**src/hw/rtl/bpe_pkg.sv**
```systemverilog
// ----------------------------------------------------------------------------
// bpe_pkg
// Shared types, codes and constants of the binary program enumerator.
// ----------------------------------------------------------------------------
package bpe_pkg;

  // Default sizes, handed to the top level parameters
  localparam int DEF_MAX_VARS   = 16;
  localparam int DEF_MAX_ROWS   = 16;
  localparam int DEF_COEF_WIDTH = 16;

  // Fixed field widths of the channels
  localparam int CMD_W      = 2;
  localparam int ROW_IN_W   = 4;
  localparam int COL_IN_W   = 4;
  localparam int COEF_IN_W  = 16;
  localparam int BOUND_W    = 21;
  localparam int KIND_W     = 2;
  localparam int SOL_W      = 16;
  localparam int CFG_IDX_W  = 4;
  localparam int CFG_DATA_W = 8;
  localparam int CFG_REG_W  = 5;

  // Configuration register indexes
  localparam logic [CFG_IDX_W-1:0] CFG_NUM_VARS = CFG_IDX_W'(0);
  localparam logic [CFG_IDX_W-1:0] CFG_NUM_ROWS = CFG_IDX_W'(1);

  // Reset values of the configuration registers
  localparam logic [CFG_REG_W-1:0] NUM_VARS_RST = CFG_REG_W'(1);
  localparam logic [CFG_REG_W-1:0] NUM_ROWS_RST = CFG_REG_W'(0);

  typedef enum logic [CMD_W-1:0] {
    CMD_LOAD_COEF = 2'd0,
    CMD_LOAD_ROW  = 2'd1,
    CMD_REWIND    = 2'd2,
    CMD_FIND      = 2'd3
  } cmd_t;

  // Relation kinds; the unused code places no constraint
  typedef enum logic [KIND_W-1:0] {
    KIND_EQ = 2'd0,
    KIND_LE = 2'd1,
    KIND_GE = 2'd2
  } kind_t;

  typedef enum logic [2:0] {
    S_IDLE,
    S_START,
    S_ROW,
    S_SCAN,
    S_DRAIN,
    S_CHECK,
    S_RESP
  } state_t;

  // Sequencer to accumulator controls
  typedef struct packed {
    logic acc_clr;
    logic add_issue;
  } alu_ctrl_t;

  function automatic int max_int(input int a, input int b);
    return (a > b) ? a : b;
  endfunction

endpackage

```
**src/hw/rtl/bpe_if.sv**
```systemverilog
// ----------------------------------------------------------------------------
// bpe_if
// Valid/ready channels of the enumerator: command, result and configuration.
// ----------------------------------------------------------------------------
interface bpe_req_if;
  logic                                 valid;
  logic                                 ready;
  logic        [bpe_pkg::CMD_W-1:0]     cmd;
  logic        [bpe_pkg::ROW_IN_W-1:0]  row;
  logic        [bpe_pkg::COL_IN_W-1:0]  col;
  logic signed [bpe_pkg::COEF_IN_W-1:0] coef;
  logic signed [bpe_pkg::BOUND_W-1:0]   bound;
  logic        [bpe_pkg::KIND_W-1:0]    kind;

  modport source (output valid, cmd, row, col, coef, bound, kind, input ready);
  modport sink   (input valid, cmd, row, col, coef, bound, kind, output ready);
endinterface

interface bpe_rsp_if;
  logic                         valid;
  logic                         ready;
  logic                         found;
  logic [bpe_pkg::SOL_W-1:0]    solution;

  modport source (output valid, found, solution, input ready);
  modport sink   (input valid, found, solution, output ready);
endinterface

interface bpe_cfg_if;
  logic                            valid;
  logic                            ready;
  logic [bpe_pkg::CFG_IDX_W-1:0]   index;
  logic [bpe_pkg::CFG_DATA_W-1:0]  data;

  modport source (output valid, index, data, input ready);
  modport sink   (input valid, index, data, output ready);
endinterface

```
**src/hw/rtl/bpe_store.sv**
```systemverilog
// ----------------------------------------------------------------------------
// bpe_store
// Coefficient, bound and kind memories with load decode and registered reads.
// ----------------------------------------------------------------------------
module bpe_store #(
  parameter int MAX_VARS   = bpe_pkg::DEF_MAX_VARS,
  parameter int MAX_ROWS   = bpe_pkg::DEF_MAX_ROWS,
  parameter int COEF_WIDTH = bpe_pkg::DEF_COEF_WIDTH,
  parameter int ADDR_W     = 8,
  parameter int ROW_W      = 4
) (
  input  logic                                 clk,
  input  logic                                 load,
  input  logic        [bpe_pkg::CMD_W-1:0]     cmd,
  input  logic        [bpe_pkg::ROW_IN_W-1:0]  row,
  input  logic        [bpe_pkg::COL_IN_W-1:0]  col,
  input  logic signed [bpe_pkg::COEF_IN_W-1:0] coef,
  input  logic signed [bpe_pkg::BOUND_W-1:0]   bound,
  input  logic        [bpe_pkg::KIND_W-1:0]    kind,
  input  logic        [ADDR_W-1:0]             coef_addr,
  input  logic        [ROW_W-1:0]              row_addr,
  output logic signed [COEF_WIDTH-1:0]         coef_q,
  output logic signed [bpe_pkg::BOUND_W-1:0]   bound_q,
  output logic        [bpe_pkg::KIND_W-1:0]    kind_q
);
  import bpe_pkg::*;

  localparam int DEPTH = MAX_ROWS * MAX_VARS;

  logic signed [COEF_WIDTH-1:0] coef_mem  [DEPTH];
  logic signed [BOUND_W-1:0]    bound_mem [MAX_ROWS];
  logic        [KIND_W-1:0]     kind_mem  [MAX_ROWS];

  logic                  row_ok;
  logic                  col_ok;
  logic [ADDR_W-1:0]     wr_addr;
  logic [ROW_W-1:0]      wr_row;
  logic [31:0]           coef_wide;

  // Decode the load address and wrap the coefficient
  always_comb begin
    row_ok    = 32'(row) < MAX_ROWS;
    col_ok    = 32'(col) < MAX_VARS;
    wr_addr   = ADDR_W'(32'(row) * MAX_VARS + 32'(col));
    wr_row    = ROW_W'(32'(row));
    coef_wide = {{(32 - COEF_IN_W){coef[COEF_IN_W-1]}}, coef};
  end

  // Write on a load beat
  always_ff @(posedge clk) begin
    if (load && cmd == CMD_LOAD_COEF && row_ok && col_ok) begin
      coef_mem[wr_addr] <= coef_wide[COEF_WIDTH-1:0];
    end
    if (load && cmd == CMD_LOAD_ROW && row_ok) begin
      bound_mem[wr_row] <= bound;
      kind_mem[wr_row]  <= kind;
    end
  end

  // Registered reads
  always_ff @(posedge clk) begin
    coef_q  <= coef_mem[coef_addr];
    bound_q <= bound_mem[row_addr];
    kind_q  <= kind_mem[row_addr];
  end

endmodule

```
**src/hw/rtl/bpe_alu.sv**
```systemverilog
// ----------------------------------------------------------------------------
// bpe_alu
// Shared accumulate unit: sums one row's selected coefficients, one per cycle,
// and checks the sum against the row's bound and relation.
// ----------------------------------------------------------------------------
module bpe_alu #(
  parameter int MAX_VARS   = bpe_pkg::DEF_MAX_VARS,
  parameter int COEF_WIDTH = bpe_pkg::DEF_COEF_WIDTH
) (
  input  logic                               clk,
  input  bpe_pkg::alu_ctrl_t                 ctrl,
  input  logic signed [COEF_WIDTH-1:0]       coef_q,
  input  logic signed [bpe_pkg::BOUND_W-1:0] bound_q,
  input  logic        [bpe_pkg::KIND_W-1:0]  kind_q,
  output logic                               row_ok
);
  import bpe_pkg::*;

  localparam int ACC_W = COEF_WIDTH + $clog2(MAX_VARS + 1);
  localparam int CMP_W = max_int(ACC_W, BOUND_W) + 1;

  logic                    add_q;
  logic signed [ACC_W-1:0] acc;
  logic signed [CMP_W-1:0] lhs;
  logic signed [CMP_W-1:0] rhs;

  // Delay the add flag to meet the registered coefficient read
  always_ff @(posedge clk) begin
    add_q <= ctrl.add_issue;
    if (ctrl.acc_clr) begin
      acc <= '0;
    end else if (add_q) begin
      acc <= acc + {{(ACC_W - COEF_WIDTH){coef_q[COEF_WIDTH-1]}}, coef_q};
    end
  end

  // Compare the finished sum against the bound
  always_comb begin
    lhs = {{(CMP_W - ACC_W){acc[ACC_W-1]}}, acc};
    rhs = {{(CMP_W - BOUND_W){bound_q[BOUND_W-1]}}, bound_q};
    case (kind_q)
      KIND_EQ: row_ok = (lhs == rhs);
      KIND_LE: row_ok = (lhs <= rhs);
      KIND_GE: row_ok = (lhs >= rhs);
      default: row_ok = 1'b1;
    endcase
  end

endmodule

```
**src/hw/rtl/bpe_seq.sv**
```systemverilog
// ----------------------------------------------------------------------------
// bpe_seq
// Sequencer: walks candidate vectors, rows and columns, keeps the cursor and
// holds the result beat.
// ----------------------------------------------------------------------------
module bpe_seq #(
  parameter int MAX_VARS = bpe_pkg::DEF_MAX_VARS,
  parameter int MAX_ROWS = bpe_pkg::DEF_MAX_ROWS,
  parameter int ADDR_W   = 8,
  parameter int ROW_W    = 4
) (
  input  logic                            clk,
  input  logic                            rst,
  input  logic                            start,
  input  logic                            rewind,
  input  logic [bpe_pkg::CFG_REG_W-1:0]   num_vars,
  input  logic [bpe_pkg::CFG_REG_W-1:0]   num_constraints,
  input  logic                            row_ok,
  input  logic                            rsp_ready,
  output logic                            idle,
  output bpe_pkg::alu_ctrl_t              ctrl,
  output logic [ADDR_W-1:0]               coef_addr,
  output logic [ROW_W-1:0]                row_addr,
  output logic                            rsp_valid,
  output logic                            rsp_found,
  output logic [bpe_pkg::SOL_W-1:0]       rsp_solution
);
  import bpe_pkg::*;

  localparam int VAR_W = max_int(1, $clog2(MAX_VARS));
  localparam int NV_W  = $clog2(MAX_VARS + 1);
  localparam int NR_W  = $clog2(MAX_ROWS + 1);
  localparam int CUR_W = MAX_VARS + 1;

  state_t state;
  state_t state_next;

  logic [CUR_W-1:0] cursor;
  logic [CUR_W-1:0] v;
  logic [ROW_W-1:0] r;
  logic [VAR_W-1:0] j;
  logic [NV_W-1:0]  nv;
  logic [NR_W-1:0]  nr;
  logic             pend_found;
  logic [CUR_W-1:0] pend_vec;

  logic [CUR_W-1:0] end_v;
  logic [CUR_W-1:0] v_next;
  logic [31:0]      pend_wide;
  logic             j_last;
  logic             r_last;
  logic             v_last;
  logic             past_end;
  logic             out_free;

  // Loop bounds and flags
  always_comb begin
    end_v     = CUR_W'(1) << nv;
    v_next    = v + CUR_W'(1);
    v_last    = (v_next == end_v);
    j_last    = (32'(j) + 1 == 32'(nv));
    r_last    = (32'(r) + 1 == 32'(nr));
    past_end  = (cursor >= end_v);
    out_free  = !rsp_valid || rsp_ready;
    pend_wide = 32'(pend_vec);
  end

  // Next state
  always_comb begin
    state_next = state;
    unique case (state)
      S_IDLE:  if (start) state_next = S_START;
      S_START: state_next = (past_end || nr == '0) ? S_RESP : S_ROW;
      S_ROW:   state_next = (nv == '0) ? S_DRAIN : S_SCAN;
      S_SCAN:  if (j_last) state_next = S_DRAIN;
      S_DRAIN: state_next = S_CHECK;
      S_CHECK: begin
        if (row_ok) begin
          state_next = r_last ? S_RESP : S_ROW;
        end else begin
          state_next = v_last ? S_RESP : S_ROW;
        end
      end
      S_RESP:  if (out_free) state_next = S_IDLE;
      default: state_next = S_IDLE;
    endcase
  end

  // Outputs of the sequencer
  always_comb begin
    idle           = (state == S_IDLE);
    ctrl.acc_clr   = (state == S_ROW);
    ctrl.add_issue = (state == S_SCAN) && v[j];
    coef_addr      = ADDR_W'(32'(r) * MAX_VARS + 32'(j));
    row_addr       = r;
  end

  always_ff @(posedge clk) begin
    if (rst) begin
      state <= S_IDLE;
    end else begin
      state <= state_next;
    end
  end

  // Cursor, loop counters and pending result
  always_ff @(posedge clk) begin
    if (rst) begin
      cursor <= '0;
    end else begin
      unique case (state)
        S_IDLE: begin
          if (rewind) begin
            cursor <= '0;
          end
          if (start) begin
            nv <= (32'(num_vars) > MAX_VARS) ? NV_W'(MAX_VARS) : NV_W'(32'(num_vars));
            nr <= (32'(num_constraints) > MAX_ROWS) ? NR_W'(MAX_ROWS)
                                                    : NR_W'(32'(num_constraints));
          end
        end
        S_START: begin
          v <= cursor;
          r <= '0;
          if (past_end) begin
            pend_found <= 1'b0;
            pend_vec   <= '0;
          end else if (nr == '0) begin
            pend_found <= 1'b1;
            pend_vec   <= cursor;
            cursor     <= cursor + CUR_W'(1);
          end
        end
        S_ROW:  j <= '0;
        S_SCAN: j <= j + VAR_W'(1);
        S_DRAIN: ;
        S_CHECK: begin
          if (row_ok) begin
            if (r_last) begin
              pend_found <= 1'b1;
              pend_vec   <= v;
              cursor     <= v_next;
            end else begin
              r <= r + ROW_W'(1);
            end
          end else if (v_last) begin
            pend_found <= 1'b0;
            pend_vec   <= '0;
            cursor     <= v_next;
          end else begin
            v <= v_next;
            r <= '0;
          end
        end
        S_RESP: ;
        default: ;
      endcase
    end
  end

  // Result beat register
  always_ff @(posedge clk) begin
    if (rst) begin
      rsp_valid <= 1'b0;
    end else begin
      if (state == S_RESP && out_free) begin
        rsp_valid    <= 1'b1;
        rsp_found    <= pend_found;
        rsp_solution <= pend_wide[SOL_W-1:0];
      end else if (rsp_valid && rsp_ready) begin
        rsp_valid <= 1'b0;
      end
    end
  end

`ifndef ASSERT_OFF
  a_cursor_range: assert property (@(posedge clk) disable iff (rst)
    cursor <= (CUR_W'(1) << MAX_VARS))
    else $error("cursor beyond the vector space");

  a_scan_col: assert property (@(posedge clk) disable iff (rst)
    state == S_SCAN |-> 32'(j) < 32'(nv))
    else $error("column scan past the variable count");

  a_row_range: assert property (@(posedge clk) disable iff (rst)
    state == S_ROW |-> 32'(r) < 32'(nr))
    else $error("row walk past the row count");

  a_found_cursor: assert property (@(posedge clk) disable iff (rst)
    (state == S_RESP && pend_found) |-> 32'(cursor) == 32'(pend_vec) + 1)
    else $error("cursor not just past the returned vector");
`endif

endmodule

```
**src/hw/rtl/binary_program_enumerator.sv**
```systemverilog
// ----------------------------------------------------------------------------
// binary_program_enumerator
// Exhaustive feasibility search over 0/1 vectors of a small loaded program.
// ----------------------------------------------------------------------------
// Loads and rewind each complete on their command beat; a find sums, for every
// row checked of every candidate tried, the selected coefficients of the row,
// one coefficient a cycle through the single shared accumulator.
// The command channel is not ready while a find is running.
// Reset clears the cursor, the registers (num_vars 1, num_constraints 0) and
// the control state; the coefficient, bound and kind memories are not cleared.
module binary_program_enumerator #(
  parameter int MAX_VARS   = bpe_pkg::DEF_MAX_VARS,
  parameter int MAX_ROWS   = bpe_pkg::DEF_MAX_ROWS,
  parameter int COEF_WIDTH = bpe_pkg::DEF_COEF_WIDTH
) (
  input  logic             clk,
  input  logic             rst,
  bpe_req_if.sink          req,
  bpe_rsp_if.source        rsp,
  bpe_cfg_if.sink          cfg
);
  import bpe_pkg::*;

  localparam int ADDR_W = max_int(1, $clog2(MAX_ROWS * MAX_VARS));
  localparam int ROW_W  = max_int(1, $clog2(MAX_ROWS));

  logic [CFG_REG_W-1:0]         num_vars;
  logic [CFG_REG_W-1:0]         num_constraints;
  logic                         idle;
  logic                         req_beat;
  alu_ctrl_t                    ctrl;
  logic [ADDR_W-1:0]            coef_addr;
  logic [ROW_W-1:0]             row_addr;
  logic signed [COEF_WIDTH-1:0] coef_q;
  logic signed [BOUND_W-1:0]    bound_q;
  logic [KIND_W-1:0]            kind_q;
  logic                         row_ok;

  assign req.ready = idle;
  assign req_beat  = req.valid && req.ready;
  assign cfg.ready = 1'b1;

  // Configuration registers
  always_ff @(posedge clk) begin
    if (rst) begin
      num_vars        <= NUM_VARS_RST;
      num_constraints <= NUM_ROWS_RST;
    end else if (cfg.valid) begin
      unique case (cfg.index)
        CFG_NUM_VARS: num_vars        <= cfg.data[CFG_REG_W-1:0];
        CFG_NUM_ROWS: num_constraints <= cfg.data[CFG_REG_W-1:0];
        default: ;
      endcase
    end
  end

  bpe_store #(
    .MAX_VARS   (MAX_VARS),
    .MAX_ROWS   (MAX_ROWS),
    .COEF_WIDTH (COEF_WIDTH),
    .ADDR_W     (ADDR_W),
    .ROW_W      (ROW_W)
  ) u_store (
    .clk       (clk),
    .load      (req_beat),
    .cmd       (req.cmd),
    .row       (req.row),
    .col       (req.col),
    .coef      (req.coef),
    .bound     (req.bound),
    .kind      (req.kind),
    .coef_addr (coef_addr),
    .row_addr  (row_addr),
    .coef_q    (coef_q),
    .bound_q   (bound_q),
    .kind_q    (kind_q)
  );

  bpe_alu #(
    .MAX_VARS   (MAX_VARS),
    .COEF_WIDTH (COEF_WIDTH)
  ) u_alu (
    .clk     (clk),
    .ctrl    (ctrl),
    .coef_q  (coef_q),
    .bound_q (bound_q),
    .kind_q  (kind_q),
    .row_ok  (row_ok)
  );

  bpe_seq #(
    .MAX_VARS (MAX_VARS),
    .MAX_ROWS (MAX_ROWS),
    .ADDR_W   (ADDR_W),
    .ROW_W    (ROW_W)
  ) u_seq (
    .clk             (clk),
    .rst             (rst),
    .start           (req_beat && req.cmd == CMD_FIND),
    .rewind          (req_beat && req.cmd == CMD_REWIND),
    .num_vars        (num_vars),
    .num_constraints (num_constraints),
    .row_ok          (row_ok),
    .rsp_ready       (rsp.ready),
    .idle            (idle),
    .ctrl            (ctrl),
    .coef_addr       (coef_addr),
    .row_addr        (row_addr),
    .rsp_valid       (rsp.valid),
    .rsp_found       (rsp.found),
    .rsp_solution    (rsp.solution)
  );

endmodule

```
**src/flat_wrapper.sv**
```systemverilog
// flat-port wrapper written by rule: the top's interface ports become plain ports
module binary_program_enumerator_flat import bpe_pkg::*;
#(
  parameter int MAX_VARS   = bpe_pkg::DEF_MAX_VARS,
  parameter int MAX_ROWS   = bpe_pkg::DEF_MAX_ROWS,
  parameter int COEF_WIDTH = bpe_pkg::DEF_COEF_WIDTH
)
  (clk, rst, req_valid, req_cmd, req_row, req_col, req_coef, req_bound, req_kind, req_ready, rsp_valid, rsp_found, rsp_solution, rsp_ready, cfg_valid, cfg_index, cfg_data, cfg_ready);
  bpe_req_if req_i ();
  bpe_rsp_if rsp_i ();
  bpe_cfg_if cfg_i ();
  input  logic clk;
  input  logic rst;
  input wire logic [$bits(req_i.valid)-1:0] req_valid;
  input wire logic [$bits(req_i.cmd)-1:0] req_cmd;
  input wire logic [$bits(req_i.row)-1:0] req_row;
  input wire logic [$bits(req_i.col)-1:0] req_col;
  input wire logic [$bits(req_i.coef)-1:0] req_coef;
  input wire logic [$bits(req_i.bound)-1:0] req_bound;
  input wire logic [$bits(req_i.kind)-1:0] req_kind;
  output wire logic [$bits(req_i.ready)-1:0] req_ready;
  output wire logic [$bits(rsp_i.valid)-1:0] rsp_valid;
  output wire logic [$bits(rsp_i.found)-1:0] rsp_found;
  output wire logic [$bits(rsp_i.solution)-1:0] rsp_solution;
  input wire logic [$bits(rsp_i.ready)-1:0] rsp_ready;
  input wire logic [$bits(cfg_i.valid)-1:0] cfg_valid;
  input wire logic [$bits(cfg_i.index)-1:0] cfg_index;
  input wire logic [$bits(cfg_i.data)-1:0] cfg_data;
  output wire logic [$bits(cfg_i.ready)-1:0] cfg_ready;
  assign req_i.valid = req_valid;
  assign req_i.cmd = req_cmd;
  assign req_i.row = req_row;
  assign req_i.col = req_col;
  assign req_i.coef = req_coef;
  assign req_i.bound = req_bound;
  assign req_i.kind = req_kind;
  assign req_ready = req_i.ready;
  assign rsp_valid = rsp_i.valid;
  assign rsp_found = rsp_i.found;
  assign rsp_solution = rsp_i.solution;
  assign rsp_i.ready = rsp_ready;
  assign cfg_i.valid = cfg_valid;
  assign cfg_i.index = cfg_index;
  assign cfg_i.data = cfg_data;
  assign cfg_ready = cfg_i.ready;
  binary_program_enumerator #(.MAX_VARS(MAX_VARS), .MAX_ROWS(MAX_ROWS), .COEF_WIDTH(COEF_WIDTH)) u_core (.clk(clk), .rst(rst), .req(req_i), .rsp(rsp_i), .cfg(cfg_i));
endmodule
```
**config.mk**
```make
export PLATFORM = sky130hd
export DESIGN_NAME = binary_program_enumerator_flat
export DESIGN_NICKNAME = d
export VERILOG_FILES = /design/src/hw/rtl/bpe_pkg.sv /design/src/hw/rtl/bpe_if.sv /design/src/hw/rtl/bpe_store.sv /design/src/hw/rtl/bpe_alu.sv /design/src/hw/rtl/bpe_seq.sv /design/src/hw/rtl/binary_program_enumerator.sv /design/src/flat_wrapper.sv
export SDC_FILE = /design/constraint.sdc
export NUM_CORES = 2
export LEC_CHECK = 0
export BUFFER_PORTS_ARGS = -buffer_cell sky130_fd_sc_hd__buf_2
export CAP_MARGIN = 40
export CORE_MARGIN = 2
export CORE_UTILIZATION = 57
export CTS_CLUSTER_DIAMETER = 50
export DETAILED_ROUTE_END_ITERATION = 10
export PLACE_DENSITY_LB_ADDON = 0.12
export SLEW_MARGIN = 20
export SYNTH_ARGS = -nofsm -noshare
export SYNTH_HDL_FRONTEND = slang
export SYNTH_HIERARCHICAL = 1
export SYNTH_MEMORY_MAX_BITS = 65536
export SYNTH_SLANG_ARGS = --single-unit
```
**constraint.sdc**
```tcl
create_clock -name clk -period 4.2 [get_ports clk]
set_input_delay 0.42 -clock clk [delete_from_list [all_inputs] [get_ports clk]]
set_output_delay 0.42 -clock clk [all_outputs]
set_load 0.02 [all_outputs]
```
==> flow_summary.json <==
{
  "synthesis.area_mm2": 0.182,
  "htreeDepth": 5,
  "clk_latency_ns": 1.02,
  "synth_seq_cells": 4625,
  "required_ns": 5.02,
  "via_per_inst": 6.59,
  "synthSimpleGateAreaFrac_pct": 2.52,
  "die_h_um": 570,
  "yosysWarnings": 6,
  "tightestPinTransition_ns": 1.21,
  "drtIter0Drc": 12100,
  "syn_avg_cell_area_um2": 20.6,
  "synthFlopType": "edfxtp_1",
  "synthXorXnorAreaFrac_pct": 0.329,
  "dieArea_mm2": 0.324,
  "start_kind": "register",
  "slowest_stage": "or4b_4",
  "synth_top_family_by_area": "multiplexers",
  "post-route-min-period_ns": 4.05,
  "vias": 93600,
  "placedCellCount": 13300,
  "ant_nets": 0,
  "powerDensity_mw_per_mm2": 507,
  "clockBufferDepth": 4,
  "nets": 9747,
  "fill_cells": 21000,
  "syn_nets": 8989,
  "finalPower_mw": 105,
  "cts_sinks": 4625,
  "yosysSeqAreaShare_pct": 75.7,
  "grt_overflow": 0,
  "final.setup.tns_ns": 0,
  "max_stage_delay_ns": 0.55,
  "dp_hpwl_um": 287000,
  "antenna_found_initial": 25,
  "start_util_pct": 57.3,
  "drcViolationCount": 0,
  "leakagePower_nw": 67.2,
  "grt_max_degree": 153,
  "final_util_pct": 65.0,
  "cts_made_buffers": 480,
  "worstPathArrival_ns": 4.87,
  "clk_pin_slew_ns": 0.06,
  "final_cells": 14200,
  "wire_per_inst_um": 33.5,
  "syn_inst": 8860,
  "async_flop_share_pct": 0,
  "postCtsSetupBuffers": 0,
  "cpMostUsedCell": "and4_1",
  "cts-root-buf": "clkbuf_16",
  "fmax_mhz": 247,
  "multiInputGateArea_mm2": 0.0407,
  "place_congestion": 0.912,
  "io_pins": 86,
  "hold_viol_final": 0,
  "muxShareOfSynthArea_pct": 15.0,
  "drive_gt1_share_pct": 24.6,
  "synth_edf_count": 4533,
  "fin_crit_sh_pct": 96.5,
  "status": "complete, no violations",
  "coreArea_mm2": 0.318,
  "critPathLaunch": "u_core/u_store/bound_q[20]$_DFF_P_",
  "cts_tree": "done",
  "firstDrtPassIters": 6,
  "grt_pass1_vias": 91900,
  "path_class": "reg2reg",
  "hold-path-cell-count": 1,
  "finalClockSkew_ns": 0.0655,
  "drt_wl_total_um": 476000,
  "holdCritPathClass": "in2reg",
  "die_w_um": 570,
  "cp_cell_sequence": "inv_1, ha_1, and4_1, and4_1, o21ai_0, o211ai_1, xor2_1, mux2i_1, nand2_1, buf_12, or4b_4, buf_4, o211a_2, o311ai_1, o41ai_1",
  "reg2reg_depth": 15,
  "num_rows": 207,
  "rsz0062_at_grt": "true",
  "slew_headroom_pct": 19.5,
  "grt_usage_pct": 29.4,
  "synth-adder-area-share_pct": 0.436,
  "whs_ns": 0.00562,
  "setup_viol": 0,
  "regArea_mm2": 0.138,
  "grt_pass1_wl_um": 677000,
  "synth_cell_type_count": 116,
  "rr_startpoint": "u_core/u_store/bound_q[20]$_DFF_P_",
  "synth_compound_area_share_pct": 3.84,
  "crit_path_end_kind": "register",
  "slew_violations": 0,
  "syn2layout_area_growth_pct": 13.5,
  "ir_drop_v": 0.000508,
  "holdCritStartpoint": "req_coef[9]",
  "cp_max_fo": 14,
  "io_buffers": 81,
  "maxCapViolations": 0
}
[what timing repair did]
action | CTS | global route
hold buffers | 51 | 0
endpoints found under the setup margin | 0 | 28
hold endpoints to repair | 726 | 0
gates resized for setup | 0 | 3
[layout make-up]
| type | count | share of cell area [%] |
|---|---|---|
| inverter | 53 | 0.102 |
| multi-input combinational | 3658 | 19.7 |
| tap | 4180 | 2.53 |
| antenna | 12 | 0.0145 |
| clock buffer | 590 | 6.11 |
| clock inverter | 297 | 1.44 |
| sequential | 4625 | 66.7 |
| timing repair buffer | 800 | 3.46 |
[logic make-up after synthesis]
| logic type | after synthesis |
|---|---|
| xor+xnor | 55 |
| other cells | 1 |
| mux | 1612 |
| buf+inv | 577 |
| fa+ha+maj | 63 |
| flops | 4625 |
| simple gates | 935 |
| compound gates | 992 |
[cell usage in the layout, fill, tap and decap left out, drive strengths merged, types with 8 or more instances in the layout]
| master | count |
|---|---|
| nor4 | 42 |
| clkinv | 197 |
| and4 | 8 |
| o21ai | 64 |
| dfxtp | 92 |
| edfxtp | 4533 |
| a21o | 12 |
| bufinv | 43 |
| clkinvlp | 28 |
| mux2i | 716 |
| nand3 | 62 |
| xor2 | 18 |
| a31oi | 10 |
| nand2 | 132 |
| o32ai | 8 |
| nor2b | 26 |
| inv | 82 |
| xnor2 | 29 |
| diode | 12 |
| a22oi | 35 |
| mux4 | 894 |
| nand4 | 32 |
| o22ai | 212 |
| or3 | 9 |
| nand2b | 26 |
| o221ai | 286 |
| a22o | 36 |
| clkbuf | 590 |
| ha | 62 |
| a21oi | 251 |
| o311a | 9 |
| nor3 | 145 |
| nor2 | 393 |
| and3 | 18 |
| buf | 749 |
| and2 | 8 |
| dlygate4sd3 | 51 |
[layer usage]
layer  share of wire [%]  up-vias  track usage [%]  wire length, µm
met5               0.017        -                0               81
met4                 3.3       12             9.05            15900
met3                 9.5      721             5.39            45300
met2                  48     4695             46.4           228000
met1                  39    49400             42.2           188000
li1                    -    38800                -                -
[critical path, delay by kind of cell (launching register included)]
family                     cells  cell delay, ns
xor gates and xnor gates       1            0.19
and+or+nand+nor                4            1.23
DFF                            1            0.32
adders and majority gates      1            0.33
muxes                          1            0.28
buffers and inverters          3            0.38
AOI/OAI and AO/OA              5            1.11
[synthesized netlist by cell type, types with 49 or more instances]
cell / instances / area share (%)
edfxtp_1: 4533 / 75
ha_1: 62 / 0.43
buf_2: 82 / 0.23
nand3_1: 61 / 0.17
nand2_1: 132 / 0.27
buf_6: 79 / 0.49
nor3_1: 137 / 0.38
o22ai_1: 212 / 0.73
nor2_1: 392 / 0.81
clkbuf_1: 215 / 0.44
dfxtp_1: 92 / 1.0
inv_1: 49 / 0.10
a21oi_1: 249 / 0.68
o21ai_0: 53 / 0.15
mux4_2: 878 / 11
o221ai_1: 284 / 1.4
mux2i_1: 716 / 3.9
[final timing paths]
path | to | slack [ns]
worst min register to register | u_core/u_seq/rsp_solution[10]$_DFFE_PP_ | 0.42
worst max-delay path | u_core/u_seq/cursor[14]$_SDFFE_PP0P_ | 0.15
worst max register to register | u_core/u_seq/cursor[14]$_SDFFE_PP0P_ | 0.15
worst min-delay path | u_core/u_store/coef_mem[220][9]$_DFFE_PP_ | 0.006
[registers in the layout, indices dropped and copies added, names as in the netlist, 16 cells and up]
register / flops
u_core/u_store/coef_mem: 4096
u_core/u_alu/acc: 21
u_core/u_seq/rsp_solution: 16
u_core/u_store/kind_mem: 32
u_core/u_store/coef_q: 16
u_core/u_seq/pend_vec: 16
u_core/u_seq/cursor: 17
u_core/u_store/bound_q: 21
u_core/u_store/bound_mem: 336
u_core/u_seq/v: 17
[report_power, final]
group / switching, mW / total, mW / internal (mW) / leakage [nW]
logic: 7.14 / 11.5 / 4.40 / 18.2
registers: 0.433 / 51.4 / 51.0 / 41.5
clock network: 17.8 / 41.9 / 24.1 / 7.57
[stage by stage]
stage	setup WS [ns]	cell area, µm²
finish	0.145	207000
global route	-0.000639	207000
CTS	0.0783	207000
detailed placement	0.109	191000
global placement	0.0283	191000
floorplan	0.278	182000
Power figures use the tool's default switching activity.
